`config.mk`:
```
export PLATFORM = sky130hd
export DESIGN_NAME = gcma_cell
export DESIGN_NICKNAME = d
export VERILOG_FILES = /design/src/rtl/core/gps_coordinate_moving_average_assert.svh /design/src/rtl/core/gcma_pkg.sv /design/src/rtl/core/gcma_cell.sv
export SDC_FILE = /design/constraint.sdc
export NUM_CORES = 1
export LEC_CHECK = 0
export BUFFER_PORTS_ARGS = -buffer_cell sky130_fd_sc_hd__buf_4
export CAP_MARGIN = 20
export CORE_UTILIZATION = 45
export DETAILED_ROUTE_END_ITERATION = 12
export GPL_TIMING_DRIVEN = 0
export HOLD_SLACK_MARGIN = 0.06
export PLACE_DENSITY = 0.8
export REMOVE_ABC_BUFFERS = 1
export SLEW_MARGIN = 20
export SYNTH_ARGS = -nofsm -noshare
export SYNTH_HDL_FRONTEND = slang
export SYNTH_SLANG_ARGS = --single-unit
```
`constraint.sdc`:
```
create_clock -name i_clk -period 1.73 [get_ports i_clk]
set_clock_uncertainty 0.1 [all_clocks]
set_input_delay 0.173 -clock i_clk [delete_from_list [all_inputs] [get_ports i_clk]]
set_output_delay 0.173 -clock i_clk [all_outputs]
set_load 0.1 [all_outputs]
```
`src/rtl/core/gps_coordinate_moving_average_assert.svh`:
```
// Assertion macros shared by the moving-average filter.
`ifndef GPS_COORDINATE_MOVING_AVERAGE_ASSERT_SVH
`define GPS_COORDINATE_MOVING_AVERAGE_ASSERT_SVH

// The consequent must hold in the same cycle as the antecedent.
`define GCMA_ASSERT_NOW(label, ante, cons, msg) \
    label: assert property (@(posedge i_clk) disable iff (!i_rst_n) (ante) |-> (cons)) \
        else $error(msg);

// The consequent must hold in the cycle after the antecedent.
`define GCMA_ASSERT_NEXT(label, ante, cons, msg) \
    label: assert property (@(posedge i_clk) disable iff (!i_rst_n) (ante) |=> (cons)) \
        else $error(msg);

`endif

```
`src/rtl/core/gcma_pkg.sv`:
```
package gcma_pkg;

    localparam int AXIS_W = 32;
    localparam int LAT_W = 31;
    localparam int FRAC_W = 25;
    localparam int FMAG_W = 24;
    localparam int REM_W = FMAG_W + 1;
    localparam int EST_W = 8;
    localparam int AVG_W = AXIS_W + 2;

    // Whole degrees are estimated as floor(mag * 429 / 2^32), at most one too low.
    localparam int RECIP_W = 9;
    localparam int RECIP_SHIFT = 32;
    localparam logic [RECIP_W-1:0] DEG_RECIP = 9'd429;
    localparam logic [FMAG_W-1:0] DEG_SCALE = 24'd10000000;

    localparam int DIGIT_SCALE = 10000;
    localparam int DIGIT_LOW = 1;
    localparam int DIGIT_HIGH = 999;
    localparam logic [FMAG_W-1:0] DIGIT_MIN_MAG = FMAG_W'((DIGIT_LOW + 1) * DIGIT_SCALE);
    localparam logic [FMAG_W-1:0] DIGIT_END_MAG = FMAG_W'(DIGIT_HIGH * DIGIT_SCALE);

    localparam int NUM_STAGES = 7;
    localparam int ST_IN = 0;
    localparam int ST_EST = 1;
    localparam int ST_SCALE = 2;
    localparam int ST_FRAC = 3;
    localparam int ST_RING = 4;
    localparam int ST_QUOT = 5;
    localparam int ST_OUT = 6;

    typedef struct packed {
        logic signed [LAT_W-1:0]  latitude_in;
        logic signed [AXIS_W-1:0] longitude_in;
        logic                     hold_mode;
    } t_in;

    typedef struct packed {
        logic signed [AXIS_W-1:0] latitude_out;
        logic signed [AXIS_W-1:0] longitude_out;
        logic                     latitude_averaged;
        logic                     longitude_averaged;
    } t_out;

    typedef struct packed {
        logic signed [FRAC_W-1:0] lat;
        logic signed [FRAC_W-1:0] lon;
    } t_frac_pair;

    typedef struct packed {
        logic st_est;
        logic st_scale;
        logic st_frac;
    } t_split_en;

    typedef struct packed {
        logic st_quot;
        logic st_out;
    } t_avg_en;

endpackage

```
`src/rtl/core/gcma_cell.sv`:
```
module gcma_cell (
    input  logic                 i_clk,
    input  logic                 i_rst_n,
    input  logic                 i_shift,
    input  gcma_pkg::t_frac_pair i_frac,
    output gcma_pkg::t_frac_pair o_frac
);

    gcma_pkg::t_frac_pair r_frac;

    always_ff @(posedge i_clk) begin
        if (!i_rst_n) begin
            r_frac <= '0;
        end else if (i_shift) begin
            r_frac <= i_frac;
        end
    end

    assign o_frac = r_frac;

endmodule

```
==> qor.yml, run 1 <==
die:
  dieArea_mm2: 0.00453
  rows: 23
  io_pins: 103
  initial_core_util_pct: 47.3
  die_w_um: 67.3
  die_h_um: 67.3
  core-area_mm2: 0.00406
worst_hold_path:
  hold_start: "i_frac[22]"
  hold_path.class: "input port to register"
  worstHoldPathCells: 3
  hold-path-endpoint: "o_frac[22]"
yosys:
  ys_async_sr_fraction_pct: 0
  yosysWarnings: 0
  yosysTopAreaCell: "dfxtp_1"
  ys.flop_type: "dfxtp_1"
  synthCells: 161
  synth_edf_count: 0
  syn_avg_cell_area_um2: 11.9
  ys_top_cells_by_count: "dfxtp_1 (50), mux2i_1 (50), nor2b_1 (50)"
  synthDistinctLibCells: 6
  synth-seq-area-share_pct: 52.2
  synth_top_area_share_pct: 52.2
  mappedNetlistArea_mm2: 0.00192
  synth_area_leaders: "dfxtp_1 (52%), mux2i_1 (26%), nor2b_1 (16%)"
  synth.ff_latch_count: 50
global_route:
  grt_pass1_wl_um: 7790
  grt-ovfl-total: 0
  antenna_found_initial: 0
  grt_pass1_vias: 1648
  grt_max_degree: 51
  grt_usage_pct: 23.8
timing:
  fin_ws_ns: 0.455
  setup_violations: 0
  whs_ns: 0.0855
  hold_viol_final: 0
  drv_slew: 0
  clock.fmax_mhz: 784
  rsz0062_at_grt: "false"
  finalCritPeriodShare_pct: 73.7
  slew_headroom_pct: 43.6
  worst_pin_slew_ns: 0.846
  fin_setup_tns_ns: 0
  period_needed_ns: 1.28
drt:
  ant_nets: 0
  remaining_drc_errors: 0
  dr.pass1.iters: 4
  wirelength_um: 5400
  num_vias: 1672
  routedWlPerCell_um: 15.1
  viasPerCell: 4.67
  drtIter0Drc: 88
critical_path:
  cp.required_ns: 1.46
  r2r-end: "o_frac[4]"
  startpoint_type: "register"
  crit-reg2reg-launch: "o_frac[4]"
  critPathMaxFanout: 2
  max_stage_delay_ns: 0.39
  crit_family: "flip-flops"
  worstPathArrival_ns: 1.00
  endpoint_kind: "output port"
  cp_slowest_cell: "dfxtp_1"
  critPathLaunch: "o_frac[4]"
  cp_num_buf_inv: 1
  path_class: "register to output port"
  rr_worst_depth: 2
  cp_cell_sequence: "buf_4"
  reg2reg_slack_ns: 0.88
cells_and_area:
  nets: 361
  final_cell_count_no_fill: 358
  drive_gt1_share_pct: 35.4
  largest_reg_flops: 50
  antenna_cells: 0
  synthToLayoutAreaGrowth_pct: 67.3
clock_network:
  cts_tree: "built"
  clock_sinks: 50
  cts.path.max_buffers: 2
  numCtsBuffers: 5
  htreeDepth: 2
  cts_root_buf: "clkbuf_8"
  cts_resized: 0
  clk_pin_slew_ns: 0.09
  insertion_delay_ns: 0.30
place:
  placed_cells: 302
  place_ws_ns: 0.318
  numPortBuffers: 102
  gp_congestion: 0.636
  hpwl_um: 2700
pwr:
  p_leak_nw: 1.55
  power_mw: 2.87
  ir_drop_uv: 571
  power.density_mw_per_mm2: 892
status:
  status: "finished clean"
flow_run:
  drv_cap: 0
[report_power, final]
group	leakage, nW	switching [mW]	internal [mW]	total, mW
registers	0.413	0.0398	1.22	1.26
clock network	0.0438	0.368	0.272	0.640
logic	1.10	0.652	0.315	0.967
total	1.55	1.06	1.81	2.87
[layout by cell type (no fill, tap or decap), drive strengths merged]
| cell | netlist | routed |
|---|---|---|
| clkinv | 0 | 2 |
| clkbuf | 5 | 5 |
| buf | 6 | 102 |
| dfxtp | 50 | 50 |
| mux2i | 50 | 50 |
| nor2b | 50 | 50 |
| dlygate4sd3 | 0 | 49 |
[per-stage QoR]
step	util [%]	instance area [µm²]
2_1_floorplan	-	1810
3_3_place_gp	65.1	2640
3_5_place_dp	65.1	2640
4_1_cts	79.2	3210
5_1_grt	79.2	3210
6_report	79.2	3210
[routing by layer]
| layer | vias up | GRT usage, % | part of all wire, % |
|---|---|---|---|
| li1 | 818 | - | - |
| met1 | 787 | 24.3 | 38 |
| met2 | 61 | 46.0 | 54 |
| met3 | 6 | 7.26 | 6.3 |
| met4 | 0 | 6.38 | 0.91 |
| met5 | - | 0 | 0 |
[worst max-delay path by stage]
stage	to	cells after the start
after floorplan	o_frac[0]	2
after global placement	o_frac[3]	3
after detailed placement	o_frac[15]	3
after CTS	o_frac[22]	1
after global routing	o_frac[4]	1
final	o_frac[4]	1
[logic make-up (layout without fill, tap and decap cells)]
family | after synthesis | in the layout | synth area share, %
AND/OR/NAND/NOR | 50 | 50 | 16.3
buffers and inverters | 11 | 158 | 5.48
multiplexers | 50 | 50 | 26.1
flip-flops | 50 | 50 | 52.2
[repair_timing]
action / CTS / global route
hold endpoints to repair: 49 / 0
hold buffers: 49 / 0
buffers inserted: 0 / 0
[cell type report]
class	instances	area [µm²]
sequential	50	1000
clock buffer	5	68.8
timing repair buffer	151	1260
clock inverter	2	10.0
fill	270	846
tap	50	62.6
multi-input combinational	100	813
Note: power is estimated with default switching activity, not from simulation.
==> run 2: changes to the inputs <==
--- a/config.mk
+++ b/config.mk
@@ -7,11 +7,11 @@
 export LEC_CHECK = 0
 export BUFFER_PORTS_ARGS = -buffer_cell sky130_fd_sc_hd__buf_4
 export CAP_MARGIN = 20
-export CORE_UTILIZATION = 45
+export CORE_UTILIZATION = 44
 export DETAILED_ROUTE_END_ITERATION = 12
 export GPL_TIMING_DRIVEN = 0
 export HOLD_SLACK_MARGIN = 0.06
-export PLACE_DENSITY = 0.8
+export PLACE_DENSITY = 0.79
 export REMOVE_ABC_BUFFERS = 1
 export SLEW_MARGIN = 20
 export SYNTH_ARGS = -nofsm -noshare
==> constraint.sdc (replaced) <==
create_clock -name i_clk -period 1.2 [get_ports i_clk]
set_clock_uncertainty 0.1 [all_clocks]
set_input_delay 0.12 -clock i_clk [delete_from_list [all_inputs] [get_ports i_clk]]
set_output_delay 0.12 -clock i_clk [all_outputs]
set_load 0.1 [all_outputs]
==> run 2 against run 1 <==
  * Global-route usage down 2.5 points
  * Register-to-register slack worse by 0.51 ns
  * Critical path depth unchanged
  * Sequential share of layout area down 0.78 points
  * Hold slack better by 0.095 ns
  * Combinational power up 46%
  * Power up 47%
  * First-iteration DRC count down 33%
  * Largest cell class unchanged
  * Largest power group unchanged
==> qor.yml, run 2 (synthesis results as in run 1) <==
clock_network:
  cts_setup_buffers: 0
  clock_sinks: 50
  cts.path.max_buffers: 2
  cts_root_buf: "clkbuf_8"
  htreeDepth: 2
  cts_tree: "built"
  clk_pin_slew_ns: 0.09
  insertion_delay_ns: 0.29
  numCtsBuffers: 5
timing:
  whs_ns: 0.181
  hold_viol_final: 0
  fin_ws_ns: 0.0325
  worst_pin_slew_ns: 0.820
  finalCritPeriodShare_pct: 97.3
  slew_headroom_pct: 45.3
  drv_slew: 0
  setup_violations: 0
  clock.fmax_mhz: 857
  period_needed_ns: 1.17
die:
  initial_core_util_pct: 47.0
  die_w_um: 68.0
  die_h_um: 68.0
  core-area_mm2: 0.00409
  dieArea_mm2: 0.00463
  rows: 23
  io_pins: 103
critical_path:
  startpoint_type: "register"
  cp.required_ns: 0.98
  cp_num_buf_inv: 1
  cp_slowest_cell: "dfxtp_1"
  endpoint_kind: "output port"
  worstPathArrival_ns: 0.95
  critPathMaxFanout: 2
  cp_cell_sequence: "buf_4"
  crit_family: "flip-flops"
  max_stage_delay_ns: 0.35
  path_class: "register to output port"
  reg2reg_slack_ns: 0.37
place:
  placed_cells: 302
  hpwl_um: 2680
  numPortBuffers: 102
  place_area_mm2: 0.00264
  place_ws_ns: -0.160
  gp_congestion: 0.727
worst_hold_path:
  hold_path.class: "input port to register"
pwr:
  p_seq_share_pct: 43.0
  clock_power_share_pct: 23.6
  p_leak_nw: 1.58
  ir_drop_uv: 941
  comb_power_share_pct: 33.4
  p_int_mw: 2.70
  power.density_mw_per_mm2: 1280
  power_mw: 4.23
  switching_share_pct: 36.2
  switchingPower_mw: 1.53
cells_and_area:
  nets: 362
  final_cell_count_no_fill: 360
  synthToLayoutAreaGrowth_pct: 71.6
  largest_reg_flops: 50
  fill_cells: 236
  antenna_cells: 0
  final_cell_mix: "buf_4 (87), mux2i_1 (50), nor2b_1 (50), dlygate4sd3_1 (50), dfxtp_1 (50)"
  final_common_cell: "buf_4"
  drive_gt1_share_pct: 35.5
  final_area_mm2: 0.00329
global_route:
  grt_max_degree: 51
  grt-ovfl-total: 0
  grt_usage_pct: 21.3
  grt_pass1_wl_um: 7140
  antenna_found_initial: 0
  grt_pass1_vias: 1661
drt:
  num_vias: 1624
  wirelength_um: 5090
  viasPerCell: 4.51
  routedWlPerCell_um: 14.1
  remaining_drc_errors: 0
  drtIter0Drc: 59
  ant_nets: 0
  dr.pass1.iters: 2
status:
  status: "finished clean"
flow_run:
  drv_cap: 0
==> run 2: power groups by stage <==
stage / Combinational (mW) / Clock [mW] / Sequential [mW]
CTS: 1.38 / 1.04 / 1.81
finish: 1.41 / 0.999 / 1.82
global route: 1.46 / 1.11 / 1.83
floorplan: 0.166 / 0 / 2.56
detailed placement: 1.25 / 0 / 1.84
global placement: 1.24 / 0 / 1.84
==> run 2: worst reg2reg max path: stages, from the launching register on <==
cell and delay (ns):
dfxtp_1 0.32, mux2i_1 0.20, nor2b_1 0.09
==> run 2: cell type report <==
type	instances	area [µm²]	share of cell area (%)
clock inverters	2	12.5	0.380
repair buffers	152	1320	40.1
multi-input cells	100	813	24.7
clock buffers	6	82.6	2.51
well taps	50	62.6	1.90
flip-flops and latches	50	1000	30.4
==> run 2: layer usage <==
layer  share of wire [%]  vias to the layer above  GRT usage, %
met1                  41                      738          21.7
met4                 1.5                        0          6.25
li1                    -                      821             -
met2                  53                       59          40.8
met5                   0                        -             0
met3                 4.8                        6          6.83
==> run 2: metrics by stage <==
| stage | setup TNS [ns] | utilization [%] |
|---|---|---|
| CTS | 0 | 79.2 |
| finish | 0 | 80.6 |
| global route | -0.0153 | 80.6 |
| detailed placement | -5.97 | 64.7 |
| floorplan | -8.04 | - |
| global placement | -5.75 | 64.7 |
==> run 2: final timing paths <==
| check | start | end | cells past startpoint |
|---|---|---|---|
| worst max register to register | o_frac[2] | o_frac[2] | 2 |
| worst min-delay path | i_rst_n | o_frac[42] | 2 |
| worst min register to register | o_frac[10] | o_frac[10] | 2 |
| worst max-delay path | o_frac[30] | o_frac[30] | 1 |
==> run 2: what timing repair did <==
action	in CTS	in global routing
endpoints found under the setup margin	0	15
resized for setup	0	15
hold buffers	50	0
hold endpoints to repair	50	0
