<file path="src/rtl/core/gps_coordinate_moving_average_assert.svh">
// Assertion macros shared by the moving-average filter.
`ifndef GPS_COORDINATE_MOVING_AVERAGE_ASSERT_SVH
`define GPS_COORDINATE_MOVING_AVERAGE_ASSERT_SVH

// The consequent must hold in the same cycle as the antecedent.
`define GCMA_ASSERT_NOW(label, ante, cons, msg) \
    label: assert property (@(posedge i_clk) disable iff (!i_rst_n) (ante) |-> (cons)) \
        else $error(msg);

// The consequent must hold in the cycle after the antecedent.
`define GCMA_ASSERT_NEXT(label, ante, cons, msg) \
    label: assert property (@(posedge i_clk) disable iff (!i_rst_n) (ante) |=> (cons)) \
        else $error(msg);

`endif

</file>
<file path="src/rtl/core/gcma_pkg.sv">
package gcma_pkg;

    localparam int AXIS_W = 32;
    localparam int LAT_W = 31;
    localparam int FRAC_W = 25;
    localparam int FMAG_W = 24;
    localparam int REM_W = FMAG_W + 1;
    localparam int EST_W = 8;
    localparam int AVG_W = AXIS_W + 2;

    // Whole degrees are estimated as floor(mag * 429 / 2^32), at most one too low.
    localparam int RECIP_W = 9;
    localparam int RECIP_SHIFT = 32;
    localparam logic [RECIP_W-1:0] DEG_RECIP = 9'd429;
    localparam logic [FMAG_W-1:0] DEG_SCALE = 24'd10000000;

    localparam int DIGIT_SCALE = 10000;
    localparam int DIGIT_LOW = 1;
    localparam int DIGIT_HIGH = 999;
    localparam logic [FMAG_W-1:0] DIGIT_MIN_MAG = FMAG_W'((DIGIT_LOW + 1) * DIGIT_SCALE);
    localparam logic [FMAG_W-1:0] DIGIT_END_MAG = FMAG_W'(DIGIT_HIGH * DIGIT_SCALE);

    localparam int NUM_STAGES = 7;
    localparam int ST_IN = 0;
    localparam int ST_EST = 1;
    localparam int ST_SCALE = 2;
    localparam int ST_FRAC = 3;
    localparam int ST_RING = 4;
    localparam int ST_QUOT = 5;
    localparam int ST_OUT = 6;

    typedef struct packed {
        logic signed [LAT_W-1:0]  latitude_in;
        logic signed [AXIS_W-1:0] longitude_in;
        logic                     hold_mode;
    } t_in;

    typedef struct packed {
        logic signed [AXIS_W-1:0] latitude_out;
        logic signed [AXIS_W-1:0] longitude_out;
        logic                     latitude_averaged;
        logic                     longitude_averaged;
    } t_out;

    typedef struct packed {
        logic signed [FRAC_W-1:0] lat;
        logic signed [FRAC_W-1:0] lon;
    } t_frac_pair;

    typedef struct packed {
        logic st_est;
        logic st_scale;
        logic st_frac;
    } t_split_en;

    typedef struct packed {
        logic st_quot;
        logic st_out;
    } t_avg_en;

endpackage

</file>
<file path="src/rtl/core/gcma_split.sv">
module gcma_split (
    input  logic                                    i_clk,
    input  gcma_pkg::t_split_en                     i_en,
    input  logic signed [gcma_pkg::AXIS_W-1:0]      i_raw,
    input  logic                                    i_hold,
    output logic signed [gcma_pkg::AXIS_W-1:0]      o_raw,
    output logic signed [gcma_pkg::FRAC_W-1:0]      o_frac,
    output logic                                    o_avg_ok
);

    localparam int PROD_W = gcma_pkg::AXIS_W + gcma_pkg::RECIP_W;

    logic [gcma_pkg::AXIS_W-1:0]            w_mag;
    logic [PROD_W-1:0]                      w_prod;
    logic [gcma_pkg::AXIS_W-1:0]            w_scaled;
    logic [gcma_pkg::REM_W-1:0]             w_rem;
    logic [gcma_pkg::REM_W-1:0]             w_fix;
    logic [gcma_pkg::FMAG_W-1:0]            w_fmag;

    logic [gcma_pkg::EST_W-1:0]             r1_est;
    logic [gcma_pkg::AXIS_W-1:0]            r1_mag;
    logic                                   r1_neg;
    logic signed [gcma_pkg::AXIS_W-1:0]     r1_raw;
    logic                                   r1_hold;

    logic [gcma_pkg::AXIS_W-1:0]            r2_scaled;
    logic [gcma_pkg::AXIS_W-1:0]            r2_mag;
    logic                                   r2_neg;
    logic signed [gcma_pkg::AXIS_W-1:0]     r2_raw;
    logic                                   r2_hold;

    logic signed [gcma_pkg::FRAC_W-1:0]     r3_frac;
    logic                                   r3_ok;
    logic signed [gcma_pkg::AXIS_W-1:0]     r3_raw;

    assign w_mag = i_raw[gcma_pkg::AXIS_W-1] ? (~$unsigned(i_raw) + 1'b1) : $unsigned(i_raw);
    assign w_prod = {{gcma_pkg::RECIP_W{1'b0}}, w_mag}
                  * {{gcma_pkg::AXIS_W{1'b0}}, gcma_pkg::DEG_RECIP};

    assign w_scaled = gcma_pkg::AXIS_W'(r1_est) * gcma_pkg::AXIS_W'(gcma_pkg::DEG_SCALE);

    assign w_rem = gcma_pkg::REM_W'(r2_mag - r2_scaled);
    assign w_fix = (w_rem >= {1'b0, gcma_pkg::DEG_SCALE}) ? (w_rem - {1'b0, gcma_pkg::DEG_SCALE})
                                                         : w_rem;
    assign w_fmag = w_fix[gcma_pkg::FMAG_W-1:0];

    always_ff @(posedge i_clk) begin
        if (i_en.st_est) begin
            r1_est  <= w_prod[gcma_pkg::RECIP_SHIFT +: gcma_pkg::EST_W];
            r1_mag  <= w_mag;
            r1_neg  <= i_raw[gcma_pkg::AXIS_W-1];
            r1_raw  <= i_raw;
            r1_hold <= i_hold;
        end
        if (i_en.st_scale) begin
            r2_scaled <= w_scaled;
            r2_mag    <= r1_mag;
            r2_neg    <= r1_neg;
            r2_raw    <= r1_raw;
            r2_hold   <= r1_hold;
        end
        if (i_en.st_frac) begin
            r3_frac <= r2_neg ? -$signed({1'b0, w_fmag}) : $signed({1'b0, w_fmag});
            r3_ok   <= r2_hold && (w_fmag >= gcma_pkg::DIGIT_MIN_MAG)
                               && (w_fmag < gcma_pkg::DIGIT_END_MAG);
            r3_raw  <= r2_raw;
        end
    end

    assign o_raw    = r3_raw;
    assign o_frac   = r3_frac;
    assign o_avg_ok = r3_ok;

endmodule

</file>
<file path="config.mk">
export PLATFORM = sky130hd
export DESIGN_NAME = gcma_split
export DESIGN_NICKNAME = d
export VERILOG_FILES = /design/src/rtl/core/gps_coordinate_moving_average_assert.svh /design/src/rtl/core/gcma_pkg.sv /design/src/rtl/core/gcma_split.sv
export SDC_FILE = /design/constraint.sdc
export NUM_CORES = 1
export LEC_CHECK = 0
export BUFFER_PORTS_ARGS = -buffer_cell sky130_fd_sc_hd__buf_2
export CAP_MARGIN = 10
export CORE_MARGIN = 1.5
export CORE_UTILIZATION = 40
export CTS_CLUSTER_SIZE = 30
export DETAILED_ROUTE_END_ITERATION = 8
export PLACE_DENSITY = 0.54
export SLEW_MARGIN = 5
export SYNTH_ARGS = -nofsm -noshare
export SYNTH_HDL_FRONTEND = slang
export SYNTH_SLANG_ARGS = --single-unit
</file>
<file path="constraint.sdc">
create_clock -name i_clk -period 17.8 [get_ports i_clk]
set_input_delay 0.89 -clock i_clk [delete_from_list [all_inputs] [get_ports i_clk]]
set_output_delay 0.89 -clock i_clk [all_outputs]
set_load 0.005 [all_outputs]
</file>
==> parameters.txt <==
Parameter                              Value

Run status
  Result of the run    finished clean

Logic synthesis
  Net Count, Synth    1799
  Share of synthesized cell area in and, or, nand and nor gates    0.0713
  Post-Syn Area    15900 um^2
  Post-synthesis share of cell area spent on xor and xnor gates    0.0624
  Mean Syn Cell Area    11.0 um^2
  Fraction of registers with async set or reset after synthesis    0
  Main combinational cell family by area after synthesis    adder cells
  Cells after Synth    1451
  Number of flip-flops and latches in the synthesized netlist    197
  Share of synthesized area spent on multiplexers    0.00196
  Adder-cell area share of the yosys netlist    0.306
  Number of flops mapped to enable cells by yosys    197
  Yosys cell types    81
  Warnings, synthesis    0
  Compound-cell area share of the yosys netlist    0.0921
  Top cell type by total area after synthesis    sky130_fd_sc_hd__edfxtp_1
  Top-area cell type share of the netlist area    0.371
  Ys flop type    sky130_fd_sc_hd__edfxtp_1
  Sequential share of the synthesized area    0.371
  Top cells by area, synth    sky130_fd_sc_hd__edfxtp_1, sky130_fd_sc_hd__fa_1, sky130_fd_sc_hd__ha_1

Final layout
  Total inserted antenna cells    0
  Count of nets after finishing    1894
  Area growth, synth to finish    10.6%
  Ratio of cells with drive above 1 in the final layout    0.0988
  Post-layout utilization of the core    0.452

Timing
  Total Neg Setup Slack    0 ns
  RSZ-0062 raised after global routing    false
  Final setup margin    9.98 ns
  Relative slew slack    0.329
  Number of max-slew violations in the final report    0
  Final worst-path cycle share    0.440
  Worst-case hold slack    0.419 ns
  Transition time at the pin with the least slew margin    1.01 ns
  Final clock skew    0.00821 ns
  Setup-violating endpoint count in the final report    0
  Final hold violation count    0
  Period minus WS final    7.82 ns
  Achievable clock frequency    128 MHz

Detailed routing
  Number of remaining DRC errors    0
  Violation count after the first detailed-route iteration    577
  TritonRoute pass-1 iters    6
  Average wire length per cell after detail routing    15.9 um
  Count of antenna-violating nets left after detailed routing    0
  Vias per Instance    4.80
  Number of vias after detailed routing    9967
  Total Wirelength    33.1 mm

Global routing
  Number of global-route vias before repair    10300
  Initial antenna violation count    0
  GR Layer Usage met2    0.274
  Pin count of the biggest net entering global routing    66
  Overall Global Routing Usage    0.171
  First-pass GRT wire length    54.8 mm
  Met3 demand-to-capacity share in global routing    0.0225
  Most utilized layer in the global route result    met2
  Grt met1 use    0.242
  GR Overflow Total    0

Worst setup path
  Worst Reg-to-Reg Cells    14
  Worst path slowest cell    sky130_fd_sc_hd__or4_1
  Critical Path Max Stage Delay    0.61 ns
  FF-to-FF Start    r2_scaled[7]$_DFFE_PP_
  Type of the setup path with the least slack    primary input to flop
  WP data required    18.00 ns
  Largest fanout on the critical path    6
  Arrival time worst endpoint    8.03 ns
  Launching element of the worst setup path    i_raw[6]
  Critical R2R Capture    o_avg_ok$_DFFE_PP_
  Critical Path Start Type    primary input
  Endpoint type of the worst setup path    flop
  Register-to-register setup slack    12.73 ns

Floorplan
  Placeable core region    39000 um^2
  Ports    95
  Number of placement rows    72
  Vertical die dimension    203 um
  Effective utilization at floorplan    0.409
  Overall die area    41100 um^2
  Die boundary width    203 um

Clock network
  Clk root buf    sky130_fd_sc_hd__clkbuf_16
  Register clock-pin slew on the reported worst setup and hold paths    0.08 ns
  Post-CTS sizing    0
  Sinks on Clock Net    197
  Hold buffer count at cts    0
  H-tree levels    4
  Largest buffer count on any clock path    2
  CTS tree    built
  Clock network latency to the later pin of the worst-skew pair    0.45 ns
  TritonCTS buffer count    17
  Post-CTS repair timing setup buffer count    0

Hold path
  Hold-critical path depth    0
  Min-Delay Path Class    flop to flop
  Startpoint of the worst hold path    r1_raw[18]$_DFFE_PP_
  Min-Delay Endpoint    r2_raw[18]$_DFFE_PP_

Place
  Pre-CTS setup slack    9.52 ns
  Placed wire-length estimate    27.1 mm
  Placer congestion estimate    0.874
  Port-buffer cells    94

Run
  Max-Cap Viols    0
worst max path at each step:
stage	endpoint	slack [ns]	depth (start not counted)
floorplan	r1_est[5]$_DFFE_PP_	10.34	28
global placement	r1_est[5]$_DFFE_PP_	9.60	29
detailed placement	r1_est[5]$_DFFE_PP_	9.52	28
CTS	r1_est[5]$_DFFE_PP_	9.97	28
global route	r1_est[5]$_DFFE_PP_	9.49	28
finish	r1_est[5]$_DFFE_PP_	9.98	28
layout make-up:
cell class / count / area [um^2]
clock buffers: 17 / 425
clock inverters: 15 / 203
fillers: 3640 / 21400
inverters: 381 / 1430
multi-input cells: 852 / 8500
flip-flops and latches: 197 / 5920
well taps: 518 / 648
repair buffers: 97 / 495
sequential cells by signal, summed over array words and instances, names as in the netlist:
signal / flops
o_raw: 31
r1_neg: 1
r1_est: 8
r1_raw: 30
r2_hold: 1
o_frac: 25
r2_raw: 30
r2_scaled: 18
r2_mag: 25
o_avg_ok: 1
r1_mag: 25
r2_neg: 1
r1_hold: 1
cells in the mapped netlist, types with 3 or more instances:
| cell type | n |
|---|---|
| sky130_fd_sc_hd__o21ai_1 | 9 |
| sky130_fd_sc_hd__nor2_1 | 38 |
| sky130_fd_sc_hd__or4_1 | 9 |
| sky130_fd_sc_hd__o41ai_1 | 5 |
| sky130_fd_sc_hd__o31ai_1 | 16 |
| sky130_fd_sc_hd__nor3b_1 | 5 |
| sky130_fd_sc_hd__a21oi_1 | 42 |
| sky130_fd_sc_hd__and4_1 | 3 |
| sky130_fd_sc_hd__o21bai_1 | 3 |
| sky130_fd_sc_hd__nand3_1 | 24 |
| sky130_fd_sc_hd__nor4_1 | 5 |
| sky130_fd_sc_hd__a211oi_2 | 3 |
| sky130_fd_sc_hd__clkbuf_1 | 14 |
| sky130_fd_sc_hd__or2_2 | 4 |
| sky130_fd_sc_hd__or3_1 | 8 |
| sky130_fd_sc_hd__and3_1 | 5 |
| sky130_fd_sc_hd__and2_1 | 4 |
| sky130_fd_sc_hd__a21boi_0 | 3 |
| sky130_fd_sc_hd__nor2b_1 | 6 |
| sky130_fd_sc_hd__xnor2_1 | 89 |
| sky130_fd_sc_hd__ha_1 | 180 |
| sky130_fd_sc_hd__o21ai_0 | 47 |
| sky130_fd_sc_hd__nand4_1 | 3 |
| sky130_fd_sc_hd__a21o_1 | 24 |
| sky130_fd_sc_hd__a211oi_1 | 4 |
| sky130_fd_sc_hd__nand2_1 | 51 |
| sky130_fd_sc_hd__inv_1 | 381 |
| sky130_fd_sc_hd__nor3_1 | 20 |
| sky130_fd_sc_hd__xor2_1 | 19 |
| sky130_fd_sc_hd__fa_1 | 131 |
| sky130_fd_sc_hd__o211ai_1 | 7 |
| sky130_fd_sc_hd__buf_2 | 5 |
| sky130_fd_sc_hd__a31oi_1 | 10 |
| sky130_fd_sc_hd__nand2b_1 | 13 |
| sky130_fd_sc_hd__o21a_1 | 4 |
| sky130_fd_sc_hd__edfxtp_1 | 197 |
layout by cell type, fill, tap and decap left out, types with 6 or more instances in the layout:
master / count
sky130_fd_sc_hd__o211ai_1: 7
sky130_fd_sc_hd__edfxtp_1: 197
sky130_fd_sc_hd__a21o_1: 24
sky130_fd_sc_hd__ha_1: 180
sky130_fd_sc_hd__nor2_1: 38
sky130_fd_sc_hd__o21ai_0: 47
sky130_fd_sc_hd__a21oi_1: 42
sky130_fd_sc_hd__xor2_1: 19
sky130_fd_sc_hd__inv_1: 381
sky130_fd_sc_hd__or4_1: 9
sky130_fd_sc_hd__nor2b_1: 6
sky130_fd_sc_hd__or3_1: 8
sky130_fd_sc_hd__nor3_1: 20
sky130_fd_sc_hd__a31oi_1: 10
sky130_fd_sc_hd__fa_1: 131
sky130_fd_sc_hd__o31ai_1: 16
sky130_fd_sc_hd__clkbuf_16: 17
sky130_fd_sc_hd__buf_2: 93
sky130_fd_sc_hd__nand3_1: 24
sky130_fd_sc_hd__xnor2_1: 89
sky130_fd_sc_hd__nand2_1: 51
sky130_fd_sc_hd__o21ai_1: 9
sky130_fd_sc_hd__nand2b_1: 13
kinds of logic after synthesis:
| kind of cell | count (synthesis) |
|---|---|
| AO/OA/AOI/OAI | 212 |
| AND/OR/NAND/NOR | 215 |
| buffers and inverters | 402 |
| adder cells (fa/ha/maj) | 311 |
| multiplexers | 3 |
| XOR/XNOR | 111 |
| flip-flops | 197 |
critical path: cells and delay by family:
kind / cells / cell delay, ns
compound gates: 11 / 2.25
simple gates: 5 / 2.00
fa+ha+maj: 5 / 2.22
buf+inv: 5 / 0.32
xor+xnor: 2 / 0.34
metal layers:
layer,wire [um],vias up,share of wire
li1,-,5000,-
met1,16500,4783,0.50
met2,15200,151,0.46
met3,861,33,0.026
met4,544,0,0.016
met5,0,-,0
through the flow:
stage               instances  instance area (um^2)
detailed placement       2045                 17000
finish                   2077                 17600
global placement         2045                 17000
CTS                      2077                 17600
floorplan                1451                 15900
global route             2077                 17600
Power is not shown: default switching activity piles up to over one toggle a cycle in this logic, so the estimate is an artifact.
